## src/rtl/core/ldfp_pkg.sv

```systemverilog
// ----------------------------------------------------------------------------
// LoRaWAN data frame parser package
// Shared constants, phase and class codes and the result item types.
// ----------------------------------------------------------------------------
package ldfp_pkg;

   // Length of the trailing integrity code in bytes.
   localparam int MIC_BYTES   = 4;
   // Largest number of result items that one input item can cause.
   localparam int MAX_RESULTS = MIC_BYTES + 1;

   localparam int FILL_W  = $clog2(MIC_BYTES + 1);
   localparam int COUNT_W = $clog2(MAX_RESULTS + 1);
   localparam int TAIL_W  = $clog2(MIC_BYTES);

   // Header bit that marks a supported frame type, and the option length mask.
   localparam logic [7:0] HDR_TYPE_MASK = 8'h40;
   localparam logic [7:0] OPTS_MASK     = 8'h0F;

   // Parser phases.
   localparam logic [2:0] PH_HDR  = 3'd0;
   localparam logic [2:0] PH_ADDR = 3'd1;
   localparam logic [2:0] PH_CTRL = 3'd2;
   localparam logic [2:0] PH_CNT  = 3'd3;
   localparam logic [2:0] PH_OPTS = 3'd4;
   localparam logic [2:0] PH_PORT = 3'd5;
   localparam logic [2:0] PH_BODY = 3'd6;
   localparam logic [2:0] PH_DROP = 3'd7;

   // Byte classes.
   localparam logic [3:0] CLS_HEADER    = 4'd0;
   localparam logic [3:0] CLS_ADDRESS   = 4'd1;
   localparam logic [3:0] CLS_CONTROL   = 4'd2;
   localparam logic [3:0] CLS_COUNTER   = 4'd3;
   localparam logic [3:0] CLS_OPTIONS   = 4'd4;
   localparam logic [3:0] CLS_PORT      = 4'd5;
   localparam logic [3:0] CLS_PAYLOAD   = 4'd6;
   localparam logic [3:0] CLS_CODE      = 4'd7;
   localparam logic [3:0] CLS_DISCARDED = 4'd8;

   // Frame status codes.
   localparam logic [1:0] ST_OK          = 2'd0;
   localparam logic [1:0] ST_UNSUPPORTED = 2'd1;
   localparam logic [1:0] ST_PORT_ZERO   = 2'd2;
   localparam logic [1:0] ST_TRUNCATED   = 2'd3;

   // One pending result item, without the frame fields shared by the burst.
   typedef struct packed {
      logic [7:0] value;
      logic [3:0] cls;
      logic [1:0] status;
      logic       done;
   } rsp_entry_type;

   // The result items caused by one input item.
   typedef struct packed {
      logic                                  load;
      logic [COUNT_W-1:0]                    count;
      rsp_entry_type [MAX_RESULTS-1:0]       entry;
   } rsp_burst_type;

   // Frame fields captured so far.
   typedef struct packed {
      logic [31:0] address;
      logic [15:0] counter;
      logic [7:0]  control;
      logic [7:0]  port;
   } frame_fields_type;

endpackage

```

## src/rtl/core/ldfp_parser.sv

```systemverilog
// ----------------------------------------------------------------------------
// LoRaWAN data frame parser: byte classifier
// Holds the input register and the frame state, and classifies one byte per
// cycle while the result queue can load, into a burst of up to five result items.
// ----------------------------------------------------------------------------
module ldfp_parser (
   input  logic                      clock,
   input  logic                      reset,
   input  logic                      in_valid,
   output logic                      in_ready,
   input  logic [7:0]                in_byte,
   input  logic                      in_end,
   input  logic                      can_load,
   output ldfp_pkg::rsp_burst_type   burst,
   output ldfp_pkg::frame_fields_type fields
);
   import ldfp_pkg::*;

   logic                 valid_ff;
   logic [7:0]           byte_ff;
   logic                 end_ff;
   logic [2:0]           phase_ff, phase_in;
   logic [3:0]           field_count_ff, field_count_in;
   frame_fields_type     fields_ff, fields_in;
   logic [1:0]           error_ff, error_in;
   logic [FILL_W-1:0]    fill_ff, fill_in;
   logic [7:0]           tail_ff [MIC_BYTES];
   logic [7:0]           tail_in [MIC_BYTES];
   logic                 advance;
   logic [1:0]           end_status;

   assign advance  = valid_ff && can_load;
   assign in_ready = !valid_ff || can_load;
   assign fields   = fields_ff;

   // Input register.
   always_ff @(posedge clock) begin
      if (reset) begin
         valid_ff <= 1'b0;
      end else if (in_ready) begin
         valid_ff <= in_valid;
      end
      if (in_ready && in_valid) begin
         byte_ff <= in_byte;
         end_ff  <= in_end;
      end
   end

   // Classification of the registered byte.
   always_comb begin
      phase_in       = phase_ff;
      field_count_in = field_count_ff;
      fields_in      = fields_ff;
      error_in       = error_ff;
      fill_in        = fill_ff;
      tail_in        = tail_ff;
      end_status     = end_ff ? ST_TRUNCATED : ST_OK;
      burst          = '0;
      burst.load     = advance;
      burst.count    = COUNT_W'(1);
      burst.entry[0] = '{value: byte_ff, cls: CLS_DISCARDED, status: end_status,
                         done: end_ff};

      case (phase_ff)
         PH_ADDR: begin
            fields_in.address[field_count_ff[1:0]*8 +: 8] =
               fields_ff.address[field_count_ff[1:0]*8 +: 8] | byte_ff;
            field_count_in = field_count_ff + 4'd1;
            if (field_count_in >= 4'd4) begin
               field_count_in = '0;
               phase_in       = PH_CTRL;
            end
            burst.entry[0].cls = CLS_ADDRESS;
         end
         PH_CTRL: begin
            fields_in.control  = byte_ff;
            field_count_in     = '0;
            phase_in           = PH_CNT;
            burst.entry[0].cls = CLS_CONTROL;
         end
         PH_CNT: begin
            fields_in.counter[field_count_ff[0]*8 +: 8] =
               fields_ff.counter[field_count_ff[0]*8 +: 8] | byte_ff;
            field_count_in = field_count_ff + 4'd1;
            if (field_count_in >= 4'd2) begin
               field_count_in = '0;
               phase_in = ((fields_ff.control & OPTS_MASK) != 8'd0) ? PH_OPTS : PH_PORT;
            end
            burst.entry[0].cls = CLS_COUNTER;
         end
         PH_OPTS: begin
            field_count_in = field_count_ff + 4'd1;
            if (field_count_in >= fields_ff.control[3:0]) begin
               field_count_in = '0;
               phase_in       = PH_PORT;
            end
            burst.entry[0].cls = CLS_OPTIONS;
         end
         PH_PORT: begin
            fields_in.port = byte_ff;
            fill_in        = '0;
            if (byte_ff == 8'd0) begin
               error_in = ST_PORT_ZERO;
               phase_in = PH_DROP;
               if (end_ff) begin
                  burst.entry[0].status = ST_PORT_ZERO;
               end
            end else begin
               phase_in = PH_BODY;
            end
            burst.entry[0].cls = CLS_PORT;
         end
         PH_BODY: begin
            if (!end_ff) begin
               if (fill_ff >= FILL_W'(MIC_BYTES)) begin
                  // Delay line full: the oldest byte leaves as payload.
                  burst.entry[0] = '{value: tail_ff[0], cls: CLS_PAYLOAD,
                                     status: ST_OK, done: 1'b0};
                  for (int i = 0; i < MIC_BYTES - 1; i++) begin
                     tail_in[i] = tail_ff[i+1];
                  end
                  tail_in[MIC_BYTES-1] = byte_ff;
               end else begin
                  tail_in[fill_ff[TAIL_W-1:0]] = byte_ff;
                  fill_in     = fill_ff + FILL_W'(1);
                  burst.count = '0;
               end
            end else begin
               // Frame end: flush the delay line and the final byte.
               burst.count = COUNT_W'(fill_ff) + COUNT_W'(1);
               for (int i = 0; i < MAX_RESULTS; i++) begin
                  if (i < MIC_BYTES && FILL_W'(i) < fill_ff) begin
                     burst.entry[i].value = tail_ff[i];
                  end else begin
                     burst.entry[i].value = byte_ff;
                  end
                  burst.entry[i].done   = (FILL_W'(i) == fill_ff);
                  burst.entry[i].status = ST_OK;
                  if (fill_ff == FILL_W'(MIC_BYTES)) begin
                     burst.entry[i].cls = (i == 0) ? CLS_PAYLOAD : CLS_CODE;
                  end else if (fill_ff == FILL_W'(MIC_BYTES - 1)) begin
                     burst.entry[i].cls = CLS_CODE;
                  end else begin
                     burst.entry[i].cls = CLS_DISCARDED;
                     if (FILL_W'(i) == fill_ff) begin
                        burst.entry[i].status = ST_TRUNCATED;
                     end
                  end
               end
               fill_in = '0;
            end
         end
         PH_DROP: begin
            burst.entry[0].status = end_ff ? error_ff : ST_OK;
         end
         default: begin
            // Header byte opens a new frame.
            fields_in          = '0;
            fill_in            = '0;
            field_count_in     = '0;
            burst.entry[0].cls = CLS_HEADER;
            if ((byte_ff & HDR_TYPE_MASK) == 8'd0) begin
               error_in = ST_UNSUPPORTED;
               phase_in = PH_DROP;
               if (end_ff) begin
                  burst.entry[0].status = ST_UNSUPPORTED;
               end
            end else begin
               error_in = ST_OK;
               phase_in = PH_ADDR;
            end
         end
      endcase

      if (end_ff) begin
         phase_in       = PH_HDR;
         field_count_in = '0;
         fill_in        = '0;
      end
   end

   // Frame state, updated as each byte is classified.
   always_ff @(posedge clock) begin
      if (reset) begin
         phase_ff       <= PH_HDR;
         field_count_ff <= '0;
         fields_ff      <= '0;
         error_ff       <= ST_OK;
         fill_ff        <= '0;
      end else if (advance) begin
         phase_ff       <= phase_in;
         field_count_ff <= field_count_in;
         fields_ff      <= fields_in;
         error_ff       <= error_in;
         fill_ff        <= fill_in;
      end
   end

   // Delay line for the trailing integrity code.
   always_ff @(posedge clock) begin
      if (advance) begin
         tail_ff <= tail_in;
      end
   end

endmodule

```

## src/rtl/core/ldfp_result_queue.sv

```systemverilog
// ----------------------------------------------------------------------------
// LoRaWAN data frame parser: result queue
// Holds the burst of result items for one byte and hands them out one per
// cycle on the result channel while the receiver is ready.
// ----------------------------------------------------------------------------
module ldfp_result_queue (
   input  logic                    clock,
   input  logic                    reset,
   input  ldfp_pkg::rsp_burst_type burst,
   output logic                    can_load,
   output logic                    out_valid,
   input  logic                    out_ready,
   output ldfp_pkg::rsp_entry_type out_entry
);
   import ldfp_pkg::*;

   logic [COUNT_W-1:0]              count_ff, count_in;
   rsp_entry_type [MAX_RESULTS-1:0] entry_ff, entry_in;
   logic                            take;

   assign out_valid = (count_ff != '0);
   assign take      = out_valid && out_ready;
   assign can_load  = (count_ff == '0) || ((count_ff == COUNT_W'(1)) && out_ready);
   assign out_entry = entry_ff[0];

   // Load a new burst, or move the queue on by one item when one is taken.
   always_comb begin
      count_in = count_ff;
      entry_in = entry_ff;
      if (burst.load) begin
         count_in = burst.count;
         entry_in = burst.entry;
      end else if (take) begin
         count_in = count_ff - COUNT_W'(1);
         for (int i = 0; i < MAX_RESULTS - 1; i++) begin
            entry_in[i] = entry_ff[i+1];
         end
      end
   end

   always_ff @(posedge clock) begin
      if (reset) begin
         count_ff <= '0;
      end else begin
         count_ff <= count_in;
      end
      entry_ff <= entry_in;
   end

endmodule

```

## src/rtl/core/lorawan_data_frame_parser_unit.sv

```systemverilog
// A byte is captured in the parser's input register, classified, and its
// result items are loaded into the result queue, which shows the first one.
// One byte per cycle while each byte causes at most one item and the receiver
// takes it. The last byte of a frame may cause up to five items, handed out one
// per cycle while the receiver is ready; the input waits until the last is taken.
// Reset is synchronous and clears the parser state and the queue; the
// integrity-code delay line is not cleared.
// ----------------------------------------------------------------------------
// LoRaWAN data frame parser unit
// Classifies the bytes of a data frame and reports the captured header fields
// and the frame status.
// ----------------------------------------------------------------------------
module lorawan_data_frame_parser_unit (
   input  logic        clock,
   input  logic        reset,
   input  logic        req_tvalid,
   output logic        req_tready,
   input  logic [7:0]  req_tdata,   // [7:0] data_byte
   input  logic        req_tlast,   // frame_end
   output logic        rsp_tvalid,
   input  logic        rsp_tready,
   // [7:0] byte_value, [39:8] device_address, [55:40] frame_count,
   // [63:56] frame_control, [71:64] port_number, [73:72] status, rest zero
   output logic [79:0] rsp_tdata,
   output logic [3:0]  rsp_tuser,   // [3:0] byte_class
   output logic        rsp_tlast    // frame_done
);
   import ldfp_pkg::*;

   rsp_burst_type    burst;
   frame_fields_type fields;
   rsp_entry_type    head;
   logic             can_load;

   ldfp_parser u_parser (
      .clock    (clock),
      .reset    (reset),
      .in_valid (req_tvalid),
      .in_ready (req_tready),
      .in_byte  (req_tdata),
      .in_end   (req_tlast),
      .can_load (can_load),
      .burst    (burst),
      .fields   (fields)
   );

   ldfp_result_queue u_queue (
      .clock     (clock),
      .reset     (reset),
      .burst     (burst),
      .can_load  (can_load),
      .out_valid (rsp_tvalid),
      .out_ready (rsp_tready),
      .out_entry (head)
   );

   // Result item packing.
   assign rsp_tdata = {6'd0, head.status, fields.port, fields.control,
                       fields.counter, fields.address, head.value};
   assign rsp_tuser = head.cls;
   assign rsp_tlast = head.done;

endmodule

```

## config.mk

```make
export PLATFORM = sky130hd
export DESIGN_NAME = lorawan_data_frame_parser_unit
export DESIGN_NICKNAME = d
export VERILOG_FILES = /design/src/rtl/core/ldfp_pkg.sv /design/src/rtl/core/ldfp_parser.sv /design/src/rtl/core/ldfp_result_queue.sv /design/src/rtl/core/lorawan_data_frame_parser_unit.sv
export SDC_FILE = /design/constraint.sdc
export NUM_CORES = 1
export LEC_CHECK = 0
export BUFFER_PORTS_ARGS = -buffer_cell sky130_fd_sc_hd__buf_2
export CAP_MARGIN = 10
export CORE_MARGIN = 4
export CORE_UTILIZATION = 46
export CTS_BUF_LIST = sky130_fd_sc_hd__clkbuf_8
export CTS_CLUSTER_SIZE = 30
export DETAILED_ROUTE_END_ITERATION = 16
export PLACE_DENSITY = 0.65
export SLEW_MARGIN = 30
export SYNTH_ARGS = -nofsm -noshare
export SYNTH_HDL_FRONTEND = slang
export SYNTH_SLANG_ARGS = --single-unit
export TNS_END_PERCENT = 5
```

## constraint.sdc

```tcl
create_clock -name clock -period 3.1 [get_ports clock]
set_input_delay 0.465 -clock clock [delete_from_list [all_inputs] [get_ports clock]]
set_output_delay 0.465 -clock clock [all_outputs]
set_load 0.1 [all_outputs]
```

==> impl_metrics.json, run 1 <==
{
  "status": "finished clean",
  "avgRoutedWirePerCell_um": 17.6,
  "synth.avg_cell_area_sq_um": 10.5,
  "skew_ps": 10.8,
  "min_from": "req_tdata[3]",
  "p_leak_nw": 3.87,
  "fillers": 1680,
  "drive_gt1_share_pct": 20.7,
  "synth_cells": 830,
  "dieWidth_um": 146,
  "fmax_mhz": 389,
  "period_share_pct": 83.0,
  "final_common_cell": "edfxtp_1",
  "period_needed_ps": 2570,
  "detail-route-antenna-nets": 0,
  "syn_area_sq_um": 8730,
  "hold_path.class": "input port to register",
  "fin_setup_tns_ps": 0,
  "num-nets-final": 921,
  "power_density_nw_per_um2": 809,
  "cts_tree": "done",
  "ir_drop_mv": 0.405,
  "crit_type": "register to register",
  "ys.warnings.count": 0,
  "cp.buffers_inverters": 0,
  "grt_pass1_vias": 6109,
  "grt_use_total_pct": 18.6,
  "coreArea_sq_um": 18700,
  "synth.distinct_cells": 68,
  "rows": 50,
  "slew_headroom_pct": 48.0,
  "tightest_slew_ps": 780,
  "pin_count": 100,
  "wl_um": 20100,
  "synth_edf_count": 104,
  "startpoint_type": "register",
  "gr-total-overflow": 0,
  "hold_viol": 0,
  "r2r-start": "u_parser.phase_ff[2]",
  "critPathMaxFanout": 11,
  "cts_resized": 0,
  "report.final.slew_viol_count": 0,
  "cts.clk_slew.worst_paths_ps": 90,
  "total_power_mw": 7.85,
  "whs_path_depth": 1,
  "grt_max_degree": 89,
  "drc": 0,
  "port_buffers": 93,
  "ys_ff_latch": 184,
  "cts_max_level": 4,
  "r2r_end": "u_parser.tail_ff[25]",
  "fin_cells": 1138,
  "cts_hold_buf": 0,
  "finalWeightedCongestion": 0.855,
  "synth-seq-area-share_pct": 54.1,
  "layout_common_cells": "edfxtp_1 (104), buf_2 (93), nand2_1 (89)",
  "cts_max_path_buffers": 2,
  "cp_slowest_cell": "dfxtp_1",
  "vias": 6294,
  "worstPathCellList": "nand2_1 -> or2_2 -> nor2_1 -> nand2_1 -> nor2_1",
  "report.final.setup_viol": 0,
  "hold_end": "u_parser.byte_ff[3]",
  "final_area_sq_um": 9700,
  "cp_top_family": "simple AND/OR/NAND/NOR gates",
  "antennaDiodeCount": 0,
  "rsz0062_at_grt": "false",
  "initial_core_util_pct": 46.7,
  "die-height_um": 146,
  "worstSetupEndpointType": "register",
  "clock_latency_ps": 460,
  "via_per_inst": 5.53,
  "antenna_found_initial": 0,
  "dr.pass1.iters": 5,
  "reg2reg_setup_slack_ps": 530,
  "synthArstFlopShare_pct": 0,
  "syn2layout_area_growth_pct": 11.1,
  "dieArea_sq_um": 21300,
  "max-cap-violations": 0,
  "post_cts_buffers": 0,
  "dp_cells": 1106,
  "worstPathArrival_ps": 2670,
  "critical_path_required_ps": 3190,
  "dpl.hpwl_um": 13800,
  "detail_route.iter0.violations": 428,
  "numCtsBuffers": 17,
  "place_area_sq_um": 9290,
  "reg2regPathDepth": 5,
  "grt_pass1_wl_um": 32200,
  "root_buffer": "clkbuf_8",
  "critPathMaxStageDelay_ps": 660,
  "ys.flop_type": "edfxtp_1",
  "cts_sinks": 184
}
-- synth_stat cells, types with 11 or more instances --
cell | count | area, sq um
a21oi_1 | 55 | 275
a22o_1 | 17 | 149
a22oi_1 | 25 | 188
buf_4 | 22 | 165
clkbuf_1 | 38 | 143
dfxtp_1 | 80 | 1600
edfxtp_1 | 104 | 3120
ha_1 | 17 | 213
inv_1 | 17 | 63.8
mux2i_1 | 38 | 380
nand2_1 | 89 | 334
nand3_1 | 24 | 120
nor2_1 | 86 | 323
nor2b_1 | 11 | 68.8
o21ai_0 | 35 | 175
o31ai_1 | 27 | 203
-- registers in the layout (all words and copies together) (netlist names) --
signal,count
u_parser.fields,64
u_parser.end_ff,1
u_queue.entry_ff,48
u_parser.tail_ff,32
u_parser.valid_ff,1
u_queue.out_entry,15
u_parser.error_ff,2
u_parser.phase_ff,3
u_parser.field_count_ff,4
u_queue.count_ff,3
u_parser.fill_ff,3
u_parser.byte_ff,8
-- per-layer routing --
metal	track usage, %	up-vias	wire, um
met5	0	-	0
met4	5.94	0	285
met3	5.39	25	1360
met2	30.2	178	9490
met1	24.2	3013	8950
li1	-	3078	-
-- cell type report --
type	count	area [sq um]	share of cell area, %
clock inverter	12	138	1.42
inverter	19	76.3	0.786
sequential	184	4730	48.7
multi-input combinational	552	3540	36.5
tap	234	293	3.02
timing repair buffer	117	658	6.78
clock buffer	20	275	2.84
-- how the worst max path moves through the flow --
| stage | slack [ps] | start | end | cells after the start |
|---|---|---|---|---|
| floorplan | 5 | u_queue.count_ff[0] | u_queue.count_ff[2] | 7 |
| global placement | 610 | u_parser.phase_ff[2] | u_parser.tail_ff[26] | 5 |
| detailed placement | 550 | u_parser.phase_ff[2] | u_parser.tail_ff[26] | 5 |
| CTS | 520 | u_parser.phase_ff[2] | u_parser.tail_ff[25] | 5 |
| global route | 310 | u_parser.phase_ff[2] | u_parser.tail_ff[25] | 5 |
| finish | 530 | u_parser.phase_ff[2] | u_parser.tail_ff[25] | 5 |
-- per-stage QoR --
step / hold slack, ps / util, % / worst slack [ps]
after floorplan: 454 / - / 4.78
after global placement: 439 / 49.6 / 610
after detailed placement: 446 / 49.7 / 547
after CTS: 152 / 51.9 / 524
after global routing: 142 / 51.9 / 312
final: 178 / 51.9 / 528
-- cells by family after synthesis --
group	Yosys count	share of synthesized area (%)
DFF	184	54.1
AOI/OAI and AO/OA	193	14.5
buffers and inverters	100	5.93
other	1	0.0429
muxes	47	6.55
and+or+nand+nor	280	15.6
xor gates and xnor gates	7	0.702
adders and majority gates	18	2.55
-- where the power goes --
| part | internal, mW | leakage (nW) | switching (mW) |
|---|---|---|---|
| Combinational | 0.602 | 2.02 | 2.18 |
| Sequential | 3.23 | 1.63 | 0.164 |
| Clock | 0.795 | 0.214 | 0.879 |
No activity file was read; power rests on OpenSTA's default activity.
==> run 2: changes to the inputs <==
Settings changed: ABC_AREA set to 1.
Clock period 3.1 ns to 2.4 ns, I/O delays scaled along.
==> impl_metrics.json, run 2 <==
{
  "cts_hold_buf": 0,
  "drive_gt1_share_pct": 14.4,
  "synth.distinct_cells": 39,
  "cts.clk_slew.worst_paths_ps": 90,
  "largest_register_ffs": 64,
  "report.final.slew_viol_count": 0,
  "report.final.setup_viol": 0,
  "final_common_cell": "nand2_1",
  "synth.top_cell.area_share_pct": 35.0,
  "ys_ff_latch": 184,
  "crit_type": "register to register",
  "synth.avg_cell_area_sq_um": 8.12,
  "dieArea_sq_um": 21700,
  "synth_area_leader_cell": "edfxtp_1",
  "port_buffers": 93,
  "cts_max_level": 4,
  "coreArea_sq_um": 18900,
  "fin_cells": 1451,
  "synth_cells": 1100,
  "ys.warnings.count": 0,
  "initial_core_util_pct": 47.3,
  "rows": 50,
  "gr-total-overflow": 0,
  "syn2layout_area_growth_pct": 11.6,
  "power_density_nw_per_um2": 1060,
  "vias": 7236,
  "antenna_found_initial": 0,
  "period_share_pct": 87.4,
  "max-cap-violations": 0,
  "hold_path.class": "input port to register",
  "startpoint_type": "register",
  "cts_resized": 0,
  "cts_max_path_buffers": 2,
  "antennaDiodeCount": 0,
  "synth_commonest_cells": "nand2_1 (323), nor2_1 (130), edfxtp_1 (104)",
  "grt_pass1_wl_um": 34400,
  "hold_viol": 0,
  "numCtsBuffers": 17,
  "cts_sinks": 184,
  "die-height_um": 147,
  "worstSetupEndpointType": "register",
  "layout_common_cells": "nand2_1 (323), nor2_1 (130), edfxtp_1 (104)",
  "critPathMaxFanout": 16,
  "clock_latency_ps": 480,
  "dp_slack_ps": 296,
  "grt_max_degree": 58,
  "num-nets-final": 1208,
  "seqPwrFrac_pct": 42.3,
  "power.internal_mw": 5.92,
  "finalWeightedCongestion": 0.832,
  "fmax_mhz": 477,
  "clockPowerShare_pct": 18.8,
  "dp_cells": 1419,
  "cts_tree": "done",
  "ys.flop_type": "edfxtp_1",
  "period_needed_ps": 2100,
  "synth.most_common_cell": "nand2_1",
  "final_util_pct": 52.8,
  "pin_count": 100,
  "yosys-top-cells-area": "edfxtp_1 (35%), dfxtp_1 (18%), nand2_1 (14%)",
  "critical_path_required_ps": 2620,
  "reg2regPathDepth": 9,
  "wl_um": 20900,
  "detail-route-antenna-nets": 0,
  "dr.pass1.iters": 6,
  "p_leak_nw": 4.10,
  "dieWidth_um": 147,
  "dpl.hpwl_um": 14900,
  "post_cts_buffers": 0,
  "ir_drop_mv": 0.595,
  "whs_path_depth": 1,
  "slew_headroom_pct": 49.6,
  "rsz0062_at_grt": "false",
  "setup_slack_ps": 303,
  "switching_power_mw": 4.61,
  "fin_setup_tns_ps": 0,
  "synth-seq-area-share_pct": 52.9,
  "detail_route.iter0.violations": 502,
  "status": "finished clean",
  "drc": 0,
  "via_per_inst": 4.99,
  "grt_pass1_vias": 6810,
  "syn_area_sq_um": 8930,
  "grt_use_total_pct": 19.6,
  "pwr-share-comb_pct": 38.9,
  "skew_ps": 18.6,
  "worstPathArrival_ps": 2320,
  "synth_edf_count": 104,
  "sw_frac_of_total_pct": 43.8,
  "tightest_slew_ps": 753,
  "avgRoutedWirePerCell_um": 14.4,
  "root_buffer": "clkbuf_8",
  "synthArstFlopShare_pct": 0
}
## run 2: cell types whose count changed after synthesis, moves of 17 or more
cell	previous run	this run
a21oi_1	55	88
a22o_1	17	0
a22oi_1	25	0
clkbuf_1	38	19
inv_1	17	75
mux2i_1	38	0
nand2_1	89	323
nand3_1	24	66
nor2_1	86	130
o21ai_0	35	87
o31ai_1	27	0
## run 2: worst max-delay path, cell delays in order, from the launching register on
cell,delay [ps]
dfxtp_1,490
inv_2,100
nand2_1,110
nor2_4,70
nand2_2,240
inv_1,180
a21oi_4,380
nand2_1,110
o211ai_1,100
nand2_1,80
## run 2: routing by layer
metal	share of wire [%]	up-vias	global-route usage [%]
li1	-	3750	-
met1	47	3298	26.6
met2	46	166	31.5
met3	4.8	22	4.72
met4	1.5	0	5.55
met5	0	-	0
## run 2: cell families after synthesis
group                    after synthesis  synth area share [%]
AO/OA/AOI/OAI                        197                  11.8
other                                  1                0.0420
AND/OR/NAND/NOR                      545                  25.1
buffers and inverters                155                  7.72
XOR/XNOR                               1                0.0981
flip-flops                           184                  52.9
adder cells (fa/ha/maj)               17                  2.38
## run 2: power by group through the flow
stage / clock, mW / combinational (mW) / sequential (mW)
after floorplan: 0 / 2.99 / 4.96
after global placement: 0 / 4.07 / 4.52
after detailed placement: 0 / 4.10 / 4.53
after CTS: 2.04 / 4.11 / 4.46
after global routing: 2.19 / 4.44 / 4.53
final: 1.98 / 4.09 / 4.46
## run 2: per-stage QoR
stage / power, mW / hold slack [ps] / instance area [sq um]
floorplan: 7.95 / 439 / 8980
global placement: 8.59 / 451 / 9600
detailed placement: 8.64 / 454 / 9600
CTS: 10.6 / 25.6 / 9970
global route: 11.2 / 7.95 / 9970
finish: 10.5 / 59.1 / 9970
## run 2: cell type report
type / count / area (sq um)
clock buffers: 19 / 262
clock inverters: 13 / 105
fillers: 1875 / 8920
inverters: 93 / 353
multi-input cells: 767 / 3560
flip-flops and latches: 184 / 4720
well taps: 260 / 325
repair buffers: 115 / 643
## run 2: path summary, 6_finish.rpt
check / start / endpoint / slack (ps)
setup reg to reg: u_parser.phase_ff[0] / u_queue.out_entry[12] / 300
hold / removal: req_tdata[7] / u_parser.byte_ff[7] / 60
setup / recovery: u_parser.phase_ff[0] / u_queue.out_entry[12] / 300
hold reg to reg: u_parser.fields[4] / u_parser.fields[4] / 470
==> run 3: changes to the inputs <==
Settings changed: CORE_MARGIN 4 to unset, CORE_UTILIZATION 46 to 35, PLACE_DENSITY 0.65 to 0.52.
==> impl_metrics.json, run 3 (synthesized netlist as in run 2, its figures left out) <==
{
  "reg2regPathDepth": 13,
  "max-cap-violations": 0,
  "dieWidth_um": 162,
  "switching_power_mw": 4.72,
  "cts_max_level": 4,
  "antenna_found_initial": 0,
  "report.final.setup_viol": 0,
  "grt_use_total_pct": 17.5,
  "via_per_inst": 4.75,
  "dpl.hpwl_um": 15600,
  "detail-route-antenna-nets": 0,
  "hold_end": "u_parser.byte_ff[5]",
  "pin_count": 100,
  "setup_slack_ps": 260,
  "cts.clk_slew.worst_paths_ps": 110,
  "final_common_cell": "nand2_1",
  "hold_path.class": "input port to register",
  "period_share_pct": 89.2,
  "largest_register_ffs": 64,
  "worstSetupEndpointType": "register",
  "dp_cells": 1491,
  "port_buffers": 93,
  "pwr-share-comb_pct": 39.1,
  "clock_latency_ps": 470,
  "dieArea_sq_um": 26200,
  "cts_max_path_buffers": 2,
  "wl_um": 22100,
  "startpoint_type": "register",
  "rows": 58,
  "drive_gt1_share_pct": 14.8,
  "critical_path_required_ps": 2820,
  "r2r-start": "u_queue.count_ff[0]",
  "report.final.slew_viol_count": 0,
  "avgRoutedWirePerCell_um": 14.5,
  "p_leak_nw": 4.12,
  "initial_core_util_pct": 35.6,
  "vias": 7237,
  "sw_frac_of_total_pct": 44.2,
  "dr.pass1.iters": 5,
  "skew_ps": 16.7,
  "layout_common_cells": "nand2_1 (323), nor2_1 (130), edfxtp_1 (104)",
  "grt_max_degree": 58,
  "crit_type": "register to register",
  "coreArea_sq_um": 25100,
  "fin_cells": 1524,
  "seqPwrFrac_pct": 41.8,
  "reg2reg_setup_slack_ps": 260,
  "whs_path_depth": 1,
  "tightest_slew_ps": 788,
  "die-height_um": 162,
  "critPathMaxFanout": 42,
  "fmax_mhz": 467,
  "dp_slack_ps": 218,
  "detail_route.iter0.violations": 523,
  "antennaDiodeCount": 0,
  "root_buffer": "clkbuf_8",
  "fillers": 2622,
  "rsz0062_at_grt": "false",
  "worstPathArrival_ps": 2560,
  "cts_sinks": 184,
  "ir_drop_mv": 0.642,
  "period_needed_ps": 2140,
  "grt_pass1_vias": 6689,
  "slew_headroom_pct": 47.4,
  "min_from": "req_tdata[5]",
  "finalWeightedCongestion": 0.800,
  "grt_pass1_wl_um": 36000,
  "power.internal_mw": 5.94,
  "gr-total-overflow": 0,
  "num-nets-final": 1211,
  "cts_tree": "done",
  "hold_viol": 0,
  "r2r_end": "u_parser.fields[45]",
  "syn2layout_area_growth_pct": 13.4,
  "drc": 0,
  "clockPowerShare_pct": 19.1,
  "fin_setup_tns_ps": 0,
  "cts_hold_buf": 0,
  "status": "finished clean",
  "numCtsBuffers": 17,
  "final_util_pct": 40.3,
  "power_density_nw_per_um2": 1050
}
run 3: timing repair:
item | in CTS | in global routing
resized for setup | 0 | 1
setup buffers | 0 | 1
setup endpoints to repair | 0 | 4
run 3: through the flow:
step                power [mW]  hold WS (ps)  area, sq um
floorplan                 7.95           439         8980
global placement          8.71           450         9730
detailed placement        8.71           455         9730
CTS                       10.8          24.6        10100
global route              11.3          16.5        10100
finish                    10.7          53.6        10100
run 3: worst max-delay path by stage:
stage | start | end | cells past startpoint
global placement | u_parser.phase_ff[0] | u_queue.out_entry[13] | 9
detailed placement | u_parser.phase_ff[0] | u_queue.out_entry[12] | 9
floorplan | u_queue.count_ff[0] | u_parser.tail_ff[0] | 10
CTS | u_parser.phase_ff[0] | u_queue.out_entry[12] | 9
finish | u_queue.count_ff[0] | u_parser.fields[45] | 13
global route | u_queue.count_ff[0] | u_parser.fields[61] | 13
run 3: per-layer routing:
| layer | vias up | GRT usage [%] | share of wire (%) |
|---|---|---|---|
| met5 | - | 0 | 0 |
| met4 | 0 | 6.52 | 1.9 |
| met3 | 25 | 3.04 | 4.1 |
| met2 | 162 | 27.1 | 45 |
| met1 | 3296 | 24.3 | 49 |
| li1 | 3754 | - | - |
run 3: critical path, stage by stage, from the launching register on:
cell,delay [ps]
dfxtp_1,340
inv_1,100
ha_1,200
nand2_4,70
nand2_1,80
nand2_2,60
inv_2,80
buf_12,230
nand2_2,140
inv_2,100
nand4_1,320
nor2_1,220
nor2_1,60
nor2_1,80
run 3: power groups by stage:
| stage | sequential (mW) | clock [mW] | combinational [mW] |
|---|---|---|---|
| 6_report | 4.45 | 2.04 | 4.17 |
| 5_1_grt | 4.52 | 2.23 | 4.55 |
| 3_3_place_gp | 4.52 | 0 | 4.18 |
| 4_1_cts | 4.46 | 2.10 | 4.20 |
| 2_1_floorplan | 4.96 | 0 | 2.99 |
| 3_5_place_dp | 4.53 | 0 | 4.18 |
run 3: cell type report:
cell class / instances / area (sq um) / area share (%)
multi-input combinational: 767 / 3570 / 35.2
tap: 330 / 413 / 4.08
clock inverter: 14 / 123 / 1.21
timing repair buffer: 118 / 703 / 6.94
sequential: 184 / 4720 / 46.6
clock buffer: 18 / 248 / 2.45
inverter: 93 / 353 / 3.48
